[src/rtl/core/psd_pkg.sv]
`timescale 1ns / 1ps
`default_nettype none

package psd_pkg;

    // Fixed field widths of the point and distance channels.
    localparam int COORD_WIDTH = 16;
    localparam int NUM_COORDS  = 8;
    localparam int INDEX_WIDTH = 6;
    localparam int DIST_WIDTH  = 2 * COORD_WIDTH + 3;
    localparam int DIMS_WIDTH  = 4;
    localparam logic [DIMS_WIDTH-1:0] DIMS_RESET = 4'd8;

    // One incoming point request.
    typedef struct packed {
        logic                          start_set;
        logic signed [COORD_WIDTH-1:0] coord_0;
        logic signed [COORD_WIDTH-1:0] coord_1;
        logic signed [COORD_WIDTH-1:0] coord_2;
        logic signed [COORD_WIDTH-1:0] coord_3;
        logic signed [COORD_WIDTH-1:0] coord_4;
        logic signed [COORD_WIDTH-1:0] coord_5;
        logic signed [COORD_WIDTH-1:0] coord_6;
        logic signed [COORD_WIDTH-1:0] coord_7;
    } point_in_t;

    // One outgoing distance request.
    typedef struct packed {
        logic [INDEX_WIDTH-1:0] earlier_index;
        logic [INDEX_WIDTH-1:0] new_index;
        logic [DIST_WIDTH-1:0]  sq_distance;
        logic                   last_of_run;
    } dist_out_t;

    // Work handed from the front end to the distance engine.
    typedef struct packed {
        logic [INDEX_WIDTH-1:0]                  new_index;
        logic [NUM_COORDS-1:0][COORD_WIDTH-1:0]  coords;
    } point_cmd_t;

    typedef struct packed {
        logic       valid;
        point_cmd_t cmd;
    } push_t;

endpackage

`default_nettype wire

[src/rtl/core/psd_queue.sv]
`timescale 1ns / 1ps
`default_nettype none

module psd_queue (
    input  wire logic                clk,
    input  wire logic                rst_n,
    input  wire psd_pkg::push_t      push,
    input  wire logic                pop,
    output logic                     full,
    output logic                     q_valid,
    output psd_pkg::point_cmd_t      head
);

    localparam int DEPTH = 2;
    localparam int PTR_W = $clog2(DEPTH);
    localparam int CNT_W = $clog2(DEPTH + 1);

    psd_pkg::point_cmd_t entry_reg [DEPTH];
    logic [PTR_W-1:0]    wr_ptr_reg;
    logic [PTR_W-1:0]    rd_ptr_reg;
    logic [CNT_W-1:0]    fill_reg;
    logic [CNT_W-1:0]    fill_next;

    assign full    = fill_reg == CNT_W'(DEPTH);
    assign q_valid = fill_reg != '0;
    assign head    = entry_reg[rd_ptr_reg];

    always_comb
    begin
        fill_next = fill_reg;
        if (push.valid && !(pop && q_valid))
        begin
            fill_next = fill_reg + CNT_W'(1);
        end
        else if (!push.valid && pop && q_valid)
        begin
            fill_next = fill_reg - CNT_W'(1);
        end
    end

    always_ff @(posedge clk or negedge rst_n)
    begin
        if (!rst_n)
        begin
            wr_ptr_reg <= '0;
            rd_ptr_reg <= '0;
            fill_reg   <= '0;
        end
        else
        begin
            fill_reg <= fill_next;
            if (push.valid)
            begin
                wr_ptr_reg <= (wr_ptr_reg == PTR_W'(DEPTH - 1)) ? '0 : wr_ptr_reg + PTR_W'(1);
            end
            if (pop && q_valid)
            begin
                rd_ptr_reg <= (rd_ptr_reg == PTR_W'(DEPTH - 1)) ? '0 : rd_ptr_reg + PTR_W'(1);
            end
        end
    end

    always_ff @(posedge clk)
    begin
        if (push.valid)
        begin
            entry_reg[wr_ptr_reg] <= push.cmd;
        end
    end

endmodule

`default_nettype wire

[config.mk]
export PLATFORM = sky130hd
export DESIGN_NAME = psd_queue
export DESIGN_NICKNAME = d
export VERILOG_FILES = /design/src/rtl/core/psd_pkg.sv /design/src/rtl/core/psd_queue.sv
export SDC_FILE = /design/constraint.sdc
export NUM_CORES = 1
export LEC_CHECK = 0
export BUFFER_PORTS_ARGS = -buffer_cell sky130_fd_sc_hd__buf_4
export CAP_MARGIN = 20
export CORE_ASPECT_RATIO = 1.75
export CORE_MARGIN = 4
export CORE_UTILIZATION = 29
export CTS_CLUSTER_DIAMETER = 100
export DETAILED_ROUTE_END_ITERATION = 12
export GPL_TIMING_DRIVEN = 0
export PLACE_DENSITY = 0.47
export SYNTH_ARGS = -nofsm -noshare
export SYNTH_HDL_FRONTEND = slang
export SYNTH_SLANG_ARGS = --single-unit
[constraint.sdc]
create_clock -name clk -period 6.36 [get_ports clk]
set_input_delay 0.318 -clock clk [delete_from_list [all_inputs] [get_ports clk]]
set_output_delay 0.318 -clock clk [all_outputs]
set_load 0.01 [all_outputs]
==> impl_metrics.tcl <==
set metrics [dict create \
    ys_ff_latch 272 \
    critPathLaunchType "register" \
    ant_nets 0 \
    root_buffer "clkbuf_16" \
    crit_chain "buf_6, buf_6, buf_6, mux2_4, buf_4" \
    finalSetupTns_ps 0 \
    rows 90 \
    fin_nets 1020 \
    tightest_slew_ps 643 \
    via_per_inst 4.15 \
    wire_per_inst_um 17.0 \
    first_pass_iters 4 \
    die_h_um 254 \
    gp_congestion 0.729 \
    htreeDepth 1 \
    worstReg2RegStart "wr_ptr_reg" \
    grt_pass1_wl_um 34800 \
    dp_hpwl_um 16200 \
    crit_start "rd_ptr_reg" \
    p_leak_uw 0.00577 \
    syn_area_um2 10100 \
    grt_pass1_vias 6514 \
    timing.fmax_ghz 0.450 \
    status "finished, final reports clean" \
    initial_core_util_pct 29.3 \
    final_common_cell "buf_4" \
    max_stage_delay_ps 340 \
    ctsResizeCount 0 \
    layout_common_cells "buf_4, edfxtp_1, dlygate4sd3_1, mux2_2, mux2_4" \
    cts_tree "done" \
    min_period_over_period_pct 34.9 \
    cp.arrival_ps 1900 \
    ys.flop_type "edfxtp_1" \
    rsz0062_at_grt "no" \
    drv_cap 0 \
    pre_cts_ws_ps 4550 \
    slew_violations 0 \
    cts_buffers 27 \
    synthesis.nets 575 \
    grt-ovfl-total 0 \
    critical_path_class "reg2out" \
    area_growth_pct 49.2 \
    grtUsageTotal_pct 11.8 \
    min_from "pop" \
    worst_ep_required_time_ps 6040 \
    hold_path_class "in2reg" \
    rrSetupSlack_ps 4640 \
    peakVddDrop_mv 0.244 \
    ys_types 18 \
    ys_warn_count 0 \
    cts_buffer_depth 3 \
    synth_cells 437 \
    finalWorstSetupSlack_ps 4140 \
    drt-total-wl_um 23100 \
    dieArea_um2 37900 \
    final_hold_viol_count 0 \
    num_vias 5648 \
    drcViolationCount 0 \
    p_per_area_nw_per_um2 398 \
    final_cell_area_um2 15000 \
    reg2reg_depth 3 \
    path_clk_slew_ps 60 \
    cp-end-kind "output port" \
    synth-edff-count 268 \
    relSlewSlack_pct 57.1 \
    grt_max_degree 50 \
    insertion_delay_ps 520 \
    crit_path_max_fanout 10 \
    io_buffers 273 \
    multi_input_area_um2 1810 \
    crit_end "head[80]" \
    syn_avg_cell_area_um2 23.0 \
    layout-drive-gt1-share_pct 51.4 \
    finClkSkew_ps 11.9 \
    drtIter0Drc 129 \
    cp_common_cell "buf_6" \
    coreArea_um2 34300 \
    r2r-end "entry_reg[0][5]" \
    yosysSeqAreaShare_pct 80.9 \
    hold_depth 3 \
    period_needed_ps 2220 \
    antenna_found_initial 2 \
    clock-sinks 272 \
    largest_reg_flops 268 \
    seq_area_um2 8150 \
    power.total_uw 5970 \
    final-setup-viol-count 0 \
    placed_area_um2 12900 \
    critPathSlowestCell "dfrtp_1" \
    dieWidth_um 149 \
    io_pins 274 \
    async_flop_share_pct 1.47 \
    nFillCells 3059 \
    cts_setup_buffers 0 \
]
[how the worst min path moves through the flow]
stage / to / slack (ps)
floorplan: fill_reg[0] / 20
global route: rd_ptr_reg / 60
detailed placement: wr_ptr_reg / 120
global placement: fill_reg[0] / 110
finish: rd_ptr_reg / 80
CTS: rd_ptr_reg / 40
[kinds of logic (layout without fill, tap and decap cells)]
group           after synthesis  in the layout  synth area share [%]
xor+xnor                      3              3                 0.261
other cells                   0              2                     0
flops                       272            272                  80.9
buf+inv                      16            479                  1.22
simple gates                  9              9                 0.522
mux                         135            135                  17.0
compound gates                2              2                0.0994
[power breakdown]
part,switching [uW],internal (uW),total (uW)
sequential,77.6,2370,2450
combinational,961,1130,2090
clock,621,809,1430
total,1660,4310,5970
[synth_stat cells (all sizes together) (2+ instances only)]
cell type,instances,area [um2]
edfxtp,268,8050
mux2,134,1700
buf,15,119
dfrtp,4,100
a21oi,2,10.0
nand2,2,7.51
nor2b,2,12.5
xor2,2,17.5
[per-layer routing]
metal  routed length (um)  GRT usage (%)
met3                 1360           2.58
met4                  712           4.79
met5                    0              0
met1                 7740           11.4
met2                13300           23.7
[critical path, delay by kind of cell, from the launching register on]
family	cells	cell delay, ps
DFF	1	340
buffers and inverters	4	710
muxes	1	320
[area by class of cell]
cell class	count	area share, %
sequential	272	54.3
timing repair buffer	416	23.8
multi-input combinational	149	12.0
clock buffer	32	4.62
tap	460	3.83
buffer	15	0.791
clock inverter	15	0.575
antenna	2	0.0333
inverter	1	0.0250
[per-stage QoR]
step                cells  utilization, %  hold WS [ps]
finish               1362            43.7          79.3
CTS                  1360            43.7          41.5
global placement     1170            37.0           114
floorplan             437               -          22.4
global route         1362            43.7          63.6
detailed placement   1177            37.5           122
[repair_timing]
action,4_1_cts,5_1_grt
endpoints found under the hold margin,274,0
setup endpoints to repair,0,0
hold buffers,136,0
No activity file was read; power rests on OpenSTA's default activity.
