===== config.mk =====
export PLATFORM = sky130hd
export DESIGN_NAME = psd_front
export DESIGN_NICKNAME = d
export VERILOG_FILES = /design/src/rtl/core/psd_pkg.sv /design/src/rtl/core/psd_front.sv
export SDC_FILE = /design/constraint.sdc
export NUM_CORES = 1
export LEC_CHECK = 0
export ABC_CLOCK_PERIOD_IN_PS = 1700
export BUFFER_PORTS_ARGS = -buffer_cell sky130_fd_sc_hd__buf_2
export CAP_MARGIN = 20
export CORE_AREA = 4 4 102 104
export DETAILED_ROUTE_END_ITERATION = 10
export DIE_AREA = 0 0 106 108
export GPL_TIMING_DRIVEN = 1
export SLEW_MARGIN = 20
export SYNTH_ARGS = -nofsm -noshare
export SYNTH_HDL_FRONTEND = slang
export SYNTH_SLANG_ARGS = --single-unit
export TNS_END_PERCENT = 1

===== constraint.sdc =====
create_clock -name clk -period 1.7 [get_ports clk]
set_input_delay 0.425 -clock clk [delete_from_list [all_inputs] [get_ports clk]]
set_output_delay 0.425 -clock clk [all_outputs]
set_load 0.05 [all_outputs]

===== src/rtl/core/psd_pkg.sv =====
`timescale 1ns / 1ps
`default_nettype none

package psd_pkg;

    // Fixed field widths of the point and distance channels.
    localparam int COORD_WIDTH = 16;
    localparam int NUM_COORDS  = 8;
    localparam int INDEX_WIDTH = 6;
    localparam int DIST_WIDTH  = 2 * COORD_WIDTH + 3;
    localparam int DIMS_WIDTH  = 4;
    localparam logic [DIMS_WIDTH-1:0] DIMS_RESET = 4'd8;

    // One incoming point request.
    typedef struct packed {
        logic                          start_set;
        logic signed [COORD_WIDTH-1:0] coord_0;
        logic signed [COORD_WIDTH-1:0] coord_1;
        logic signed [COORD_WIDTH-1:0] coord_2;
        logic signed [COORD_WIDTH-1:0] coord_3;
        logic signed [COORD_WIDTH-1:0] coord_4;
        logic signed [COORD_WIDTH-1:0] coord_5;
        logic signed [COORD_WIDTH-1:0] coord_6;
        logic signed [COORD_WIDTH-1:0] coord_7;
    } point_in_t;

    // One outgoing distance request.
    typedef struct packed {
        logic [INDEX_WIDTH-1:0] earlier_index;
        logic [INDEX_WIDTH-1:0] new_index;
        logic [DIST_WIDTH-1:0]  sq_distance;
        logic                   last_of_run;
    } dist_out_t;

    // Work handed from the front end to the distance engine.
    typedef struct packed {
        logic [INDEX_WIDTH-1:0]                  new_index;
        logic [NUM_COORDS-1:0][COORD_WIDTH-1:0]  coords;
    } point_cmd_t;

    typedef struct packed {
        logic       valid;
        point_cmd_t cmd;
    } push_t;

endpackage

`default_nettype wire


===== src/rtl/core/psd_front.sv =====
`timescale 1ns / 1ps
`default_nettype none

module psd_front #(
    parameter int MAX_POINTS = 64
) (
    input  wire logic               clk,
    input  wire logic               rst_n,
    input  wire logic               point_valid,
    output logic                    point_stall,
    input  wire psd_pkg::point_in_t point,
    input  wire logic               q_full,
    output psd_pkg::push_t          push
);

    localparam int CNT_W = $clog2(MAX_POINTS + 1);

    logic [CNT_W-1:0] count_reg;
    logic [CNT_W-1:0] count_next;
    logic [CNT_W-1:0] cnt_eff;
    logic             accept;
    logic             room;

    assign point_stall = q_full;
    assign accept      = point_valid && !q_full;

    // A start flag restarts the set before the capacity check.
    assign cnt_eff = point.start_set ? '0 : count_reg;
    assign room    = cnt_eff < CNT_W'(MAX_POINTS);

    always_comb
    begin
        push.valid           = accept && room;
        push.cmd.new_index   = psd_pkg::INDEX_WIDTH'(cnt_eff);
        push.cmd.coords[0]   = point.coord_0;
        push.cmd.coords[1]   = point.coord_1;
        push.cmd.coords[2]   = point.coord_2;
        push.cmd.coords[3]   = point.coord_3;
        push.cmd.coords[4]   = point.coord_4;
        push.cmd.coords[5]   = point.coord_5;
        push.cmd.coords[6]   = point.coord_6;
        push.cmd.coords[7]   = point.coord_7;
        count_next           = count_reg;
        if (accept && room)
        begin
            count_next = cnt_eff + CNT_W'(1);
        end
    end

    always_ff @(posedge clk or negedge rst_n)
    begin
        if (!rst_n)
        begin
            count_reg <= '0;
        end
        else
        begin
            count_reg <= count_next;
        end
    end

endmodule

`default_nettype wire


==> results of run 1 <==
==> metal layers <==
metal  global-route usage [%]  vias to the layer above  part of all wire (%)
met5                        0                        -                     0
met3                     3.10                       69                    16
met1                     2.85                      257                    25
met2                     5.69                       62                    38
li1                         -                      211                     -
met4                     10.8                        0                    21
==> worst reg2reg max path, cell delays in order (launching register included) <==
cell,delay [ns]
dfrtp_1,0.39
nor2b_4,0.19
ha_1,0.18
nand3_1,0.12
nor4b_1,0.29
a221o_1,0.16
==> logic make-up after synthesis <==
logic type | after synthesis
AOI/OAI and AO/OA | 10
xor gates and xnor gates | 1
adders and majority gates | 1
buffers and inverters | 131
DFF | 7
muxes | 1
and+or+nand+nor | 22
==> power by group <==
part,switching (mW),internal (mW),total [mW]
combinational,0.136,0.0895,0.225
sequential,0.0374,0.197,0.234
clock,0.0896,0.164,0.253
total,0.262,0.450,0.713
==> path summary, 6_finish.rpt <==
kind	cells after the start	from	to
worst max-delay path	4	count_reg[6]	push[134]
worst min-delay path	1	rst_n	count_reg[4]
worst max register to register	5	count_reg[1]	count_reg[4]
worst min register to register	1	count_reg[6]	count_reg[6]
max in group asynchronous	1	rst_n	count_reg[6]
min in group clk	1	count_reg[6]	count_reg[6]
==> placed cells by master (no fill, tap or decap), types with 2 or more instances in the layout <==
master    Yosys  routed
dfrtp_1       7       7
nor4b_1       3       3
nor2b_4       1       3
buf_4       129       8
buf_2         0      10
nor2_1        2       2
o21ai_0       4       4
clkbuf_8      0       3
nand2_1       2       2
nor2b_1       6       3
a221o_1       2       2
nand3_1       4       4
==> area by class of cell <==
| cell class | count | area, um2 |
|---|---|---|
| Clock buffer | 4 | 45.0 |
| Fill cell | 1131 | 8760 |
| Inverter | 1 | 3.75 |
| Multi-Input combinational cell | 35 | 267 |
| Sequential cell | 7 | 175 |
| Tap cell | 133 | 166 |
| Timing Repair Buffer | 20 | 133 |
==> cell usage after synthesis (all sizes together) (2+ instances only) <==
library cell    n  area (um2)
nand3           4        20.0
nor2            2        7.51
nand2           2        7.51
nor2b           7        51.3
a221o           2        20.0
dfrtp           7         175
nor4b           3        26.3
buf           130         980
o21ai           4        20.0
==> what timing repair did <==
action,4_1_cts,5_1_grt
setup buffers,0,1
hold buffers,0,0
setup endpoints to repair,1,2
gates resized for setup,3,3
==> stage by stage <==
stage                     instances  worst slack [ns]  setup TNS (ns)  hold WS, ns  area [um2]
final                           200            0.0460               0       0.0158         790
after global routing            200           0.00220               0       0.0248         790
after CTS                       199            0.0192               0       0.0212         773
after detailed placement        195          -0.00651        -0.00651        0.275         722
after global placement          195           0.00266               0        0.275         722
after floorplan                 173           -0.0737          -0.196        0.129        1420
==> impl_metrics.json, run 1 <==
{
  "run_status": "complete, no violations",
  "grt_pass1_wl_um": 3820,
  "hold_viol": 0,
  "die_h_um": 108,
  "setup_viol": 0,
  "floorplan.rows": 36,
  "wl_per_cell_um": 13.1,
  "synth_top_family_by_area": "buffers and inverters",
  "synth_seq_cells": 7,
  "num_vias": 599,
  "crit_path_max_fanout": 5,
  "ys_async_sr_fraction_pct": 100,
  "track_usage_pct": 4.69,
  "skew_ns": 0.000511,
  "cp_top_family": "flip-flops",
  "crit_chain": "nor2b_4 -> or2_4 -> inv_2 -> buf_8",
  "syn_area_mm2": 0.00141,
  "synth-simple-area-share_pct": 10.5,
  "crit_required_ns": 1.27,
  "firstDrtPassIters": 4,
  "die_area_mm2": 0.0114,
  "total_power_uw": 713,
  "synthMuxAreaShare_pct": 0.800,
  "slew_headroom_pct": 79.6,
  "routabilityCongestion": 0.647,
  "yosysWarnings": 0,
  "slew_violations": 0,
  "cts.sinks": 7,
  "antenna_found_initial": 0,
  "cts_tree": "yes",
  "worstSetupPathType": "flip-flop to primary output",
  "synth_compound_area_share_pct": 4.89,
  "drt.antenna.violating_nets": 0,
  "crit_slowest_cell": "dfrtp_1",
  "rsz0062_at_grt": "false",
  "drc_errors": 0,
  "core_area_mm2": 0.00955,
  "area_delta_synth_final_pct": -43.9,
  "path_buf_inv": 2,
  "crit_arrival_ns": 1.23,
  "max_freq_mhz": 605,
  "syn_inst": 173,
  "finalCritPeriodShare_pct": 97.3,
  "synth_xor_area_share_pct": 0.622,
  "drive_gt1_share_pct": 46.3,
  "worstSetupEndpointType": "primary output",
  "cp_slowest_stage_delay_ns": 0.39,
  "num_io_pins": 269,
  "nets": 202,
  "tightest_slew_ns": 0.302,
  "power_leakage_nw": 0.291,
  "start_util_pct": 14.7,
  "die_x_um": 106,
  "htreeDepth": 1,
  "postLayoutCoreUtil_pct": 8.27,
  "largest_reg_flops": 7,
  "syn-num-nets": 307,
  "vias_per_cell": 3.00,
  "start_kind": "flip-flop",
  "power_density_mw_per_mm2": 903,
  "grt_pass1_vias": 666,
  "grt-ovfl-total": 0,
  "period_needed_ns": 1.65,
  "clk_transition_reported_paths_ns": 0.04,
  "numCtsBuffers": 3,
  "dp_hpwl_um": 2070,
  "synth_cell_types": 23,
  "synth_edf_count": 0,
  "grt_max_degree": 8,
  "synthAdderAreaFrac_pct": 0.889,
  "first_iter_violations": 57,
  "cts_root_buf": "clkbuf_8",
  "insertion_delay_ns": 0.24,
  "synthFlopType": "dfrtp_1",
  "hp-class": "primary input to asynchronous set/reset pin",
  "ys_seq_area_share_pct": 12.4,
  "numPortBuffers": 12,
  "ir_worst_vdd_mv": 0.199,
  "cap_violations": 0,
  "totalWireLength_um": 2630,
  "rrSetupSlack_ns": 0.32,
  "clockBufferDepth": 2,
  "diodes": 0,
  "syn_area_per_cell_um2": 8.14
}
(Power assumes the default switching activity.)
==> run 2: changes to the inputs <==
--- a/config.mk
+++ b/config.mk
@@ -5,7 +5,7 @@
 export SDC_FILE = /design/constraint.sdc
 export NUM_CORES = 1
 export LEC_CHECK = 0
-export ABC_CLOCK_PERIOD_IN_PS = 1700
+export ABC_CLOCK_PERIOD_IN_PS = 1900
 export BUFFER_PORTS_ARGS = -buffer_cell sky130_fd_sc_hd__buf_2
 export CAP_MARGIN = 20
 export CORE_AREA = 4 4 102 104
==> constraint.sdc (replaced) <==
create_clock -name clk -period 1.9 [get_ports clk]
set_input_delay 0.475 -clock clk [delete_from_list [all_inputs] [get_ports clk]]
set_output_delay 0.475 -clock clk [all_outputs]
set_load 0.05 [all_outputs]
==> run 2 against run 1 <==
Global-route usage hardly changed. Register-to-register slack better by 0.18 ns. Sequential share of layout area is 0.80 points higher. Critical path depth stayed put. Clock-buffer cell count stayed put. Final area is 3.5% lower.
==> impl_metrics.json, run 2 (synthesis results as in run 1) <==
{
  "run_status": "complete, no violations",
  "grt-ovfl-total": 0,
  "drc_errors": 0,
  "setup_viol": 0,
  "drive_gt1_share_pct": 42.4,
  "comb_power_share_pct": 31.0,
  "mostFrequentLayoutCells": "buf_2 (12), dfrtp_1 (7), buf_4 (7)",
  "use_met1_pct": 3.83,
  "num_io_pins": 269,
  "htreeDepth": 1,
  "switching_share_pct": 36.1,
  "ir_worst_vdd_mv": 0.426,
  "fillers": 1156,
  "num_vias": 619,
  "area_delta_synth_final_pct": -45.9,
  "use_met2_pct": 5.15,
  "grt_pass1_wl_um": 3800,
  "instances_no_fill": 199,
  "insertion_delay_ns": 0.23,
  "postLayoutCoreUtil_pct": 7.98,
  "rsz0062_at_grt": "false",
  "routabilityCongestion": 0.658,
  "track_usage_pct": 4.64,
  "clockBufferDepth": 2,
  "tightest_slew_ns": 0.299,
  "ff2ff_path_depth": 5,
  "die_x_um": 106,
  "met3_usage_pct": 1.61,
  "power.internal_uw": 392,
  "vias_per_cell": 3.11,
  "final_common_cell": "buf_2",
  "rrSetupSlack_ns": 0.50,
  "finalCritPeriodShare_pct": 95.4,
  "r2r-start": "count_reg[0]",
  "cap_violations": 0,
  "power_leakage_nw": 0.281,
  "firstDrtPassIters": 4,
  "crit_path_max_fanout": 4,
  "floorplan.rows": 36,
  "start_kind": "flip-flop",
  "setup_tns_ns": 0,
  "timing.rr.end": "count_reg[4]",
  "clk_transition_reported_paths_ns": 0.04,
  "core_area_mm2": 0.00955,
  "first_iter_violations": 19,
  "crit_required_ns": 1.42,
  "hold_ws_ns": 0.0727,
  "cts.sinks": 7,
  "sequentialPowerShare_pct": 33.9,
  "power_density_mw_per_mm2": 806,
  "skew_ns": 0.00286,
  "die_h_um": 108,
  "period_needed_ns": 1.81,
  "cp_slowest_stage_delay_ns": 0.40,
  "worstSetupEndpointType": "primary output",
  "total_power_uw": 614,
  "nets": 201,
  "totalWireLength_um": 2780,
  "antenna_found_initial": 0,
  "largest_reg_flops": 7,
  "crit_chain": "nor2b_4 -> or2_4 -> inv_1 -> buf_2",
  "cts_hold_buffers": 0,
  "diodes": 0,
  "post_cts_buffers": 0,
  "slew_violations": 0,
  "crit_slowest_cell": "dfrtp_1",
  "total_switching_power_uw": 222,
  "drt.antenna.violating_nets": 0,
  "start_util_pct": 14.7,
  "dp.cells": 195,
  "post_cts_resized": 0,
  "grt_max_degree": 8,
  "cts_root_buf": "clkbuf_8",
  "numCtsBuffers": 3,
  "dp_hpwl_um": 2290,
  "max_freq_mhz": 552,
  "worstSetupPathType": "flip-flop to primary output",
  "pwr-share-clk_pct": 35.1,
  "slew_headroom_pct": 79.8,
  "die_area_mm2": 0.0114,
  "numPortBuffers": 12,
  "hold_viol": 0,
  "crit_arrival_ns": 1.34,
  "hp-class": "primary input to asynchronous set/reset pin",
  "cts_tree": "yes",
  "busiest_layer": "met4",
  "grt_pass1_vias": 625,
  "wl_per_cell_um": 14.0
}
run 2: changes by cell type in the layout (fill, tap and decap cells not counted):
| cell | previous run | this run |
|---|---|---|
| inv_1 | 0 | 1 |
| buf_4 | 8 | 7 |
| clkbuf_4 | 1 | 0 |
| nor2b_1 | 3 | 4 |
| buf_8 | 1 | 0 |
| inv_2 | 1 | 0 |
| buf_2 | 10 | 12 |
| nor2b_4 | 3 | 2 |
run 2: stage by stage:
| stage | instance area [um2] | setup slack (ns) |
|---|---|---|
| after global routing | 762 | 0.0406 |
| final | 762 | 0.0879 |
| after global placement | 717 | 0.0744 |
| after floorplan | 1420 | 0.00429 |
| after detailed placement | 717 | 0.0882 |
| after CTS | 762 | 0.0805 |
run 2: worst max-delay path by stage:
stage,startpoint,end,slack [ns],cells after the start
finish,count_reg[6],push[134],0.09,4
global route,count_reg[2],push[130],0.04,3
CTS,count_reg[6],push[134],0.08,4
detailed placement,q_full,push[134],0.09,5
global placement,q_full,push[134],0.07,5
floorplan,point[128],count_reg[4],0.004,6
run 2: worst max-delay path: cells and delay by family (launching register included):
family	cells	cell delay (ns)
AND/OR/NAND/NOR	2	0.37
buffers and inverters	2	0.34
flip-flops	1	0.40
run 2: layer usage:
| layer | share of wire [%] | wire (um) |
|---|---|---|
| met1 | 31 | 864 |
| met2 | 35 | 962 |
| met3 | 13 | 350 |
| met4 | 22 | 603 |
| met5 | 0 | 0 |
run 2: layout make-up:
| cell class | count | area [um2] | area share (%) |
|---|---|---|---|
| multi-input cells | 35 | 259 | 34.0 |
| well taps | 133 | 166 | 21.8 |
| clock buffers | 4 | 45.0 | 5.91 |
| flip-flops and latches | 7 | 175 | 23.0 |
| inverters | 1 | 3.75 | 0.493 |
| repair buffers | 19 | 113 | 14.8 |
run 2: power groups by stage:
stage                     Combinational [mW]  Sequential [mW]  Clock (mW)
after global placement                 0.193            0.208           0
after detailed placement               0.195            0.209           0
after floorplan                        0.867            0.200           0
after CTS                              0.196            0.207       0.217
after global routing                   0.209            0.214       0.226
final                                  0.190            0.208       0.215
==> run 3: changes to the inputs <==
--- a/config.mk
+++ b/config.mk
@@ -8,10 +8,12 @@
 export ABC_CLOCK_PERIOD_IN_PS = 1900
 export BUFFER_PORTS_ARGS = -buffer_cell sky130_fd_sc_hd__buf_2
 export CAP_MARGIN = 20
-export CORE_AREA = 4 4 102 104
+export CORE_AREA = 4 4 103 105
+export CTS_BUF_LIST = sky130_fd_sc_hd__clkbuf_8
 export DETAILED_ROUTE_END_ITERATION = 10
-export DIE_AREA = 0 0 106 108
+export DIE_AREA = 0 0 107 109
 export GPL_TIMING_DRIVEN = 1
+export PLACE_DENSITY = 0.53
 export SLEW_MARGIN = 20
 export SYNTH_ARGS = -nofsm -noshare
 export SYNTH_HDL_FRONTEND = slang
==> run 3 against run 2 <==
Critical path depth did not move. Register-to-register slack barely moved. Total power fell by 1.9%. Cell count fell by 1.0%. Worst hold slack improved by 0.0066 ns. Clock skew rose by 0.0031 ns. Sequential power barely moved. Fmax rose by 0.30%. Utilization fell by 0.20 points. Largest power group is now sequential cells.
==> impl_metrics.json, run 3 (synthesis results as in run 1) <==
{
  "setup_viol": 0,
  "period_needed_ns": 1.81,
  "max_freq_mhz": 553,
  "core_area_mm2": 0.00964,
  "instances_no_fill": 197,
  "crit_required_ns": 1.42,
  "die_area_mm2": 0.0117,
  "routabilityCongestion": 0.760,
  "num_io_pins": 269,
  "setup_tns_ns": 0,
  "grt_pass1_wl_um": 3750,
  "grt_max_degree": 8,
  "antenna_found_initial": 0,
  "clk_transition_reported_paths_ns": 0.04,
  "num_vias": 563,
  "run_status": "complete, no violations",
  "start_util_pct": 14.6,
  "finalCritPeriodShare_pct": 95.1,
  "ir_worst_vdd_mv": 0.134,
  "cts_root_buf": "clkbuf_8",
  "grt_pass1_vias": 645,
  "crit_path_max_fanout": 5,
  "final_common_cell": "buf_2",
  "skew_ns": 0.00596,
  "tightest_slew_ns": 0.305,
  "clockBufferDepth": 2,
  "numPortBuffers": 12,
  "track_usage_pct": 4.48,
  "area_delta_synth_final_pct": -46.8,
  "drive_gt1_share_pct": 40.6,
  "nets": 199,
  "firstDrtPassIters": 4,
  "first_iter_violations": 11,
  "cts.sinks": 7,
  "cts_tree": "yes",
  "insertion_delay_ns": 0.23,
  "power_leakage_nw": 0.274,
  "cap_violations": 0,
  "multi_input_area_um2": 259,
  "floorplan.rows": 36,
  "drt.antenna.violating_nets": 0,
  "die_h_um": 109,
  "slew_violations": 0,
  "rsz0062_at_grt": "false",
  "diodes": 0,
  "drc_errors": 0,
  "htreeDepth": 1,
  "dp.cells": 193,
  "die_x_um": 107,
  "start_kind": "flip-flop",
  "final-seq-area_um2": 175,
  "crit_arrival_ns": 1.33,
  "vias_per_cell": 2.86,
  "mostFrequentLayoutCells": "buf_2 (11), dfrtp_1 (7), buf_4 (5)",
  "largest_reg_flops": 7,
  "dp_hpwl_um": 2200,
  "worstSetupPathType": "flip-flop to primary output",
  "grt-ovfl-total": 0,
  "wl_per_cell_um": 13.7,
  "post_cts_buffers": 0,
  "worstSetupEndpointType": "primary output",
  "slew_headroom_pct": 79.4,
  "totalWireLength_um": 2690,
  "power_density_mw_per_mm2": 804,
  "numCtsBuffers": 3,
  "hold_viol": 0,
  "hp-class": "primary input to asynchronous set/reset pin",
  "fillers": 1154
}
## run 3: cell count changes in the layout (fill, tap and decap cells not counted)
cell and change:
buf_4 -2, buf_2 -1, clkbuf_1 -1, clkbuf_4 +1, inv_1 +1
## run 3: final timing paths
kind	start	slack (ns)	cells past startpoint	to
setup / recovery	count_reg[6]	0.09	4	push[134]
hold / removal	rst_n	0.08	1	count_reg[4]
setup reg to reg	count_reg[6]	0.51	4	count_reg[3]
hold reg to reg	count_reg[6]	0.56	1	count_reg[6]
max in group asynchronous	rst_n	1.65	1	count_reg[2]
min in group clk	count_reg[6]	0.56	1	count_reg[6]
## run 3: metrics by stage
step | hold WS (ns) | power (mW) | utilization [%] | worst slack (ns) | cell area, um2
CTS | 0.0833 | 0.612 | 7.75 | 0.0418 | 747
floorplan | 0.179 | 1.07 | - | 0.00429 | 1420
global placement | 0.326 | 0.399 | 7.28 | 0.0938 | 702
detailed placement | 0.326 | 0.401 | 7.28 | 0.0959 | 702
finish | 0.0793 | 0.602 | 7.78 | 0.0932 | 749
global route | 0.0904 | 0.642 | 7.78 | 0.0185 | 749
## run 3: area by class of cell
cell class                      count  share of cell area, %
Tap cell                          133                   22.2
Inverter                            1                  0.501
Sequential cell                     7                   23.4
Timing Repair Buffer               17                   13.4
Multi-Input combinational cell     35                   34.6
Clock buffer                        3                   5.51
Clock inverter                      1                  0.501
## run 3: layer usage
metal  track usage [%]  vias to the layer above  share of wire (%)
li1                  -                      201                  -
met3              3.02                       68                 16
met4              9.22                        0                 21
met2              6.21                       58                 43
met1              2.50                      236                 21
met5                 0                        -                  0
## run 3: critical path, stage by stage, from the launching register on
cell and delay, ns:
dfrtp_1 0.40, nor2b_4 0.16, or2_4 0.23, inv_1 0.08
clkbuf_4 0.24
## run 3: where the power goes
| group | internal (mW) | switching, mW |
|---|---|---|
| Combinational | 0.0686 | 0.118 |
| Sequential | 0.176 | 0.0321 |
| Clock | 0.140 | 0.0670 |
## run 3: what timing repair did
action,4_1_cts,5_1_grt
endpoints found under the setup margin,0,1
hold buffers,0,0
gates resized for setup,0,1
hold endpoints to repair,0,0
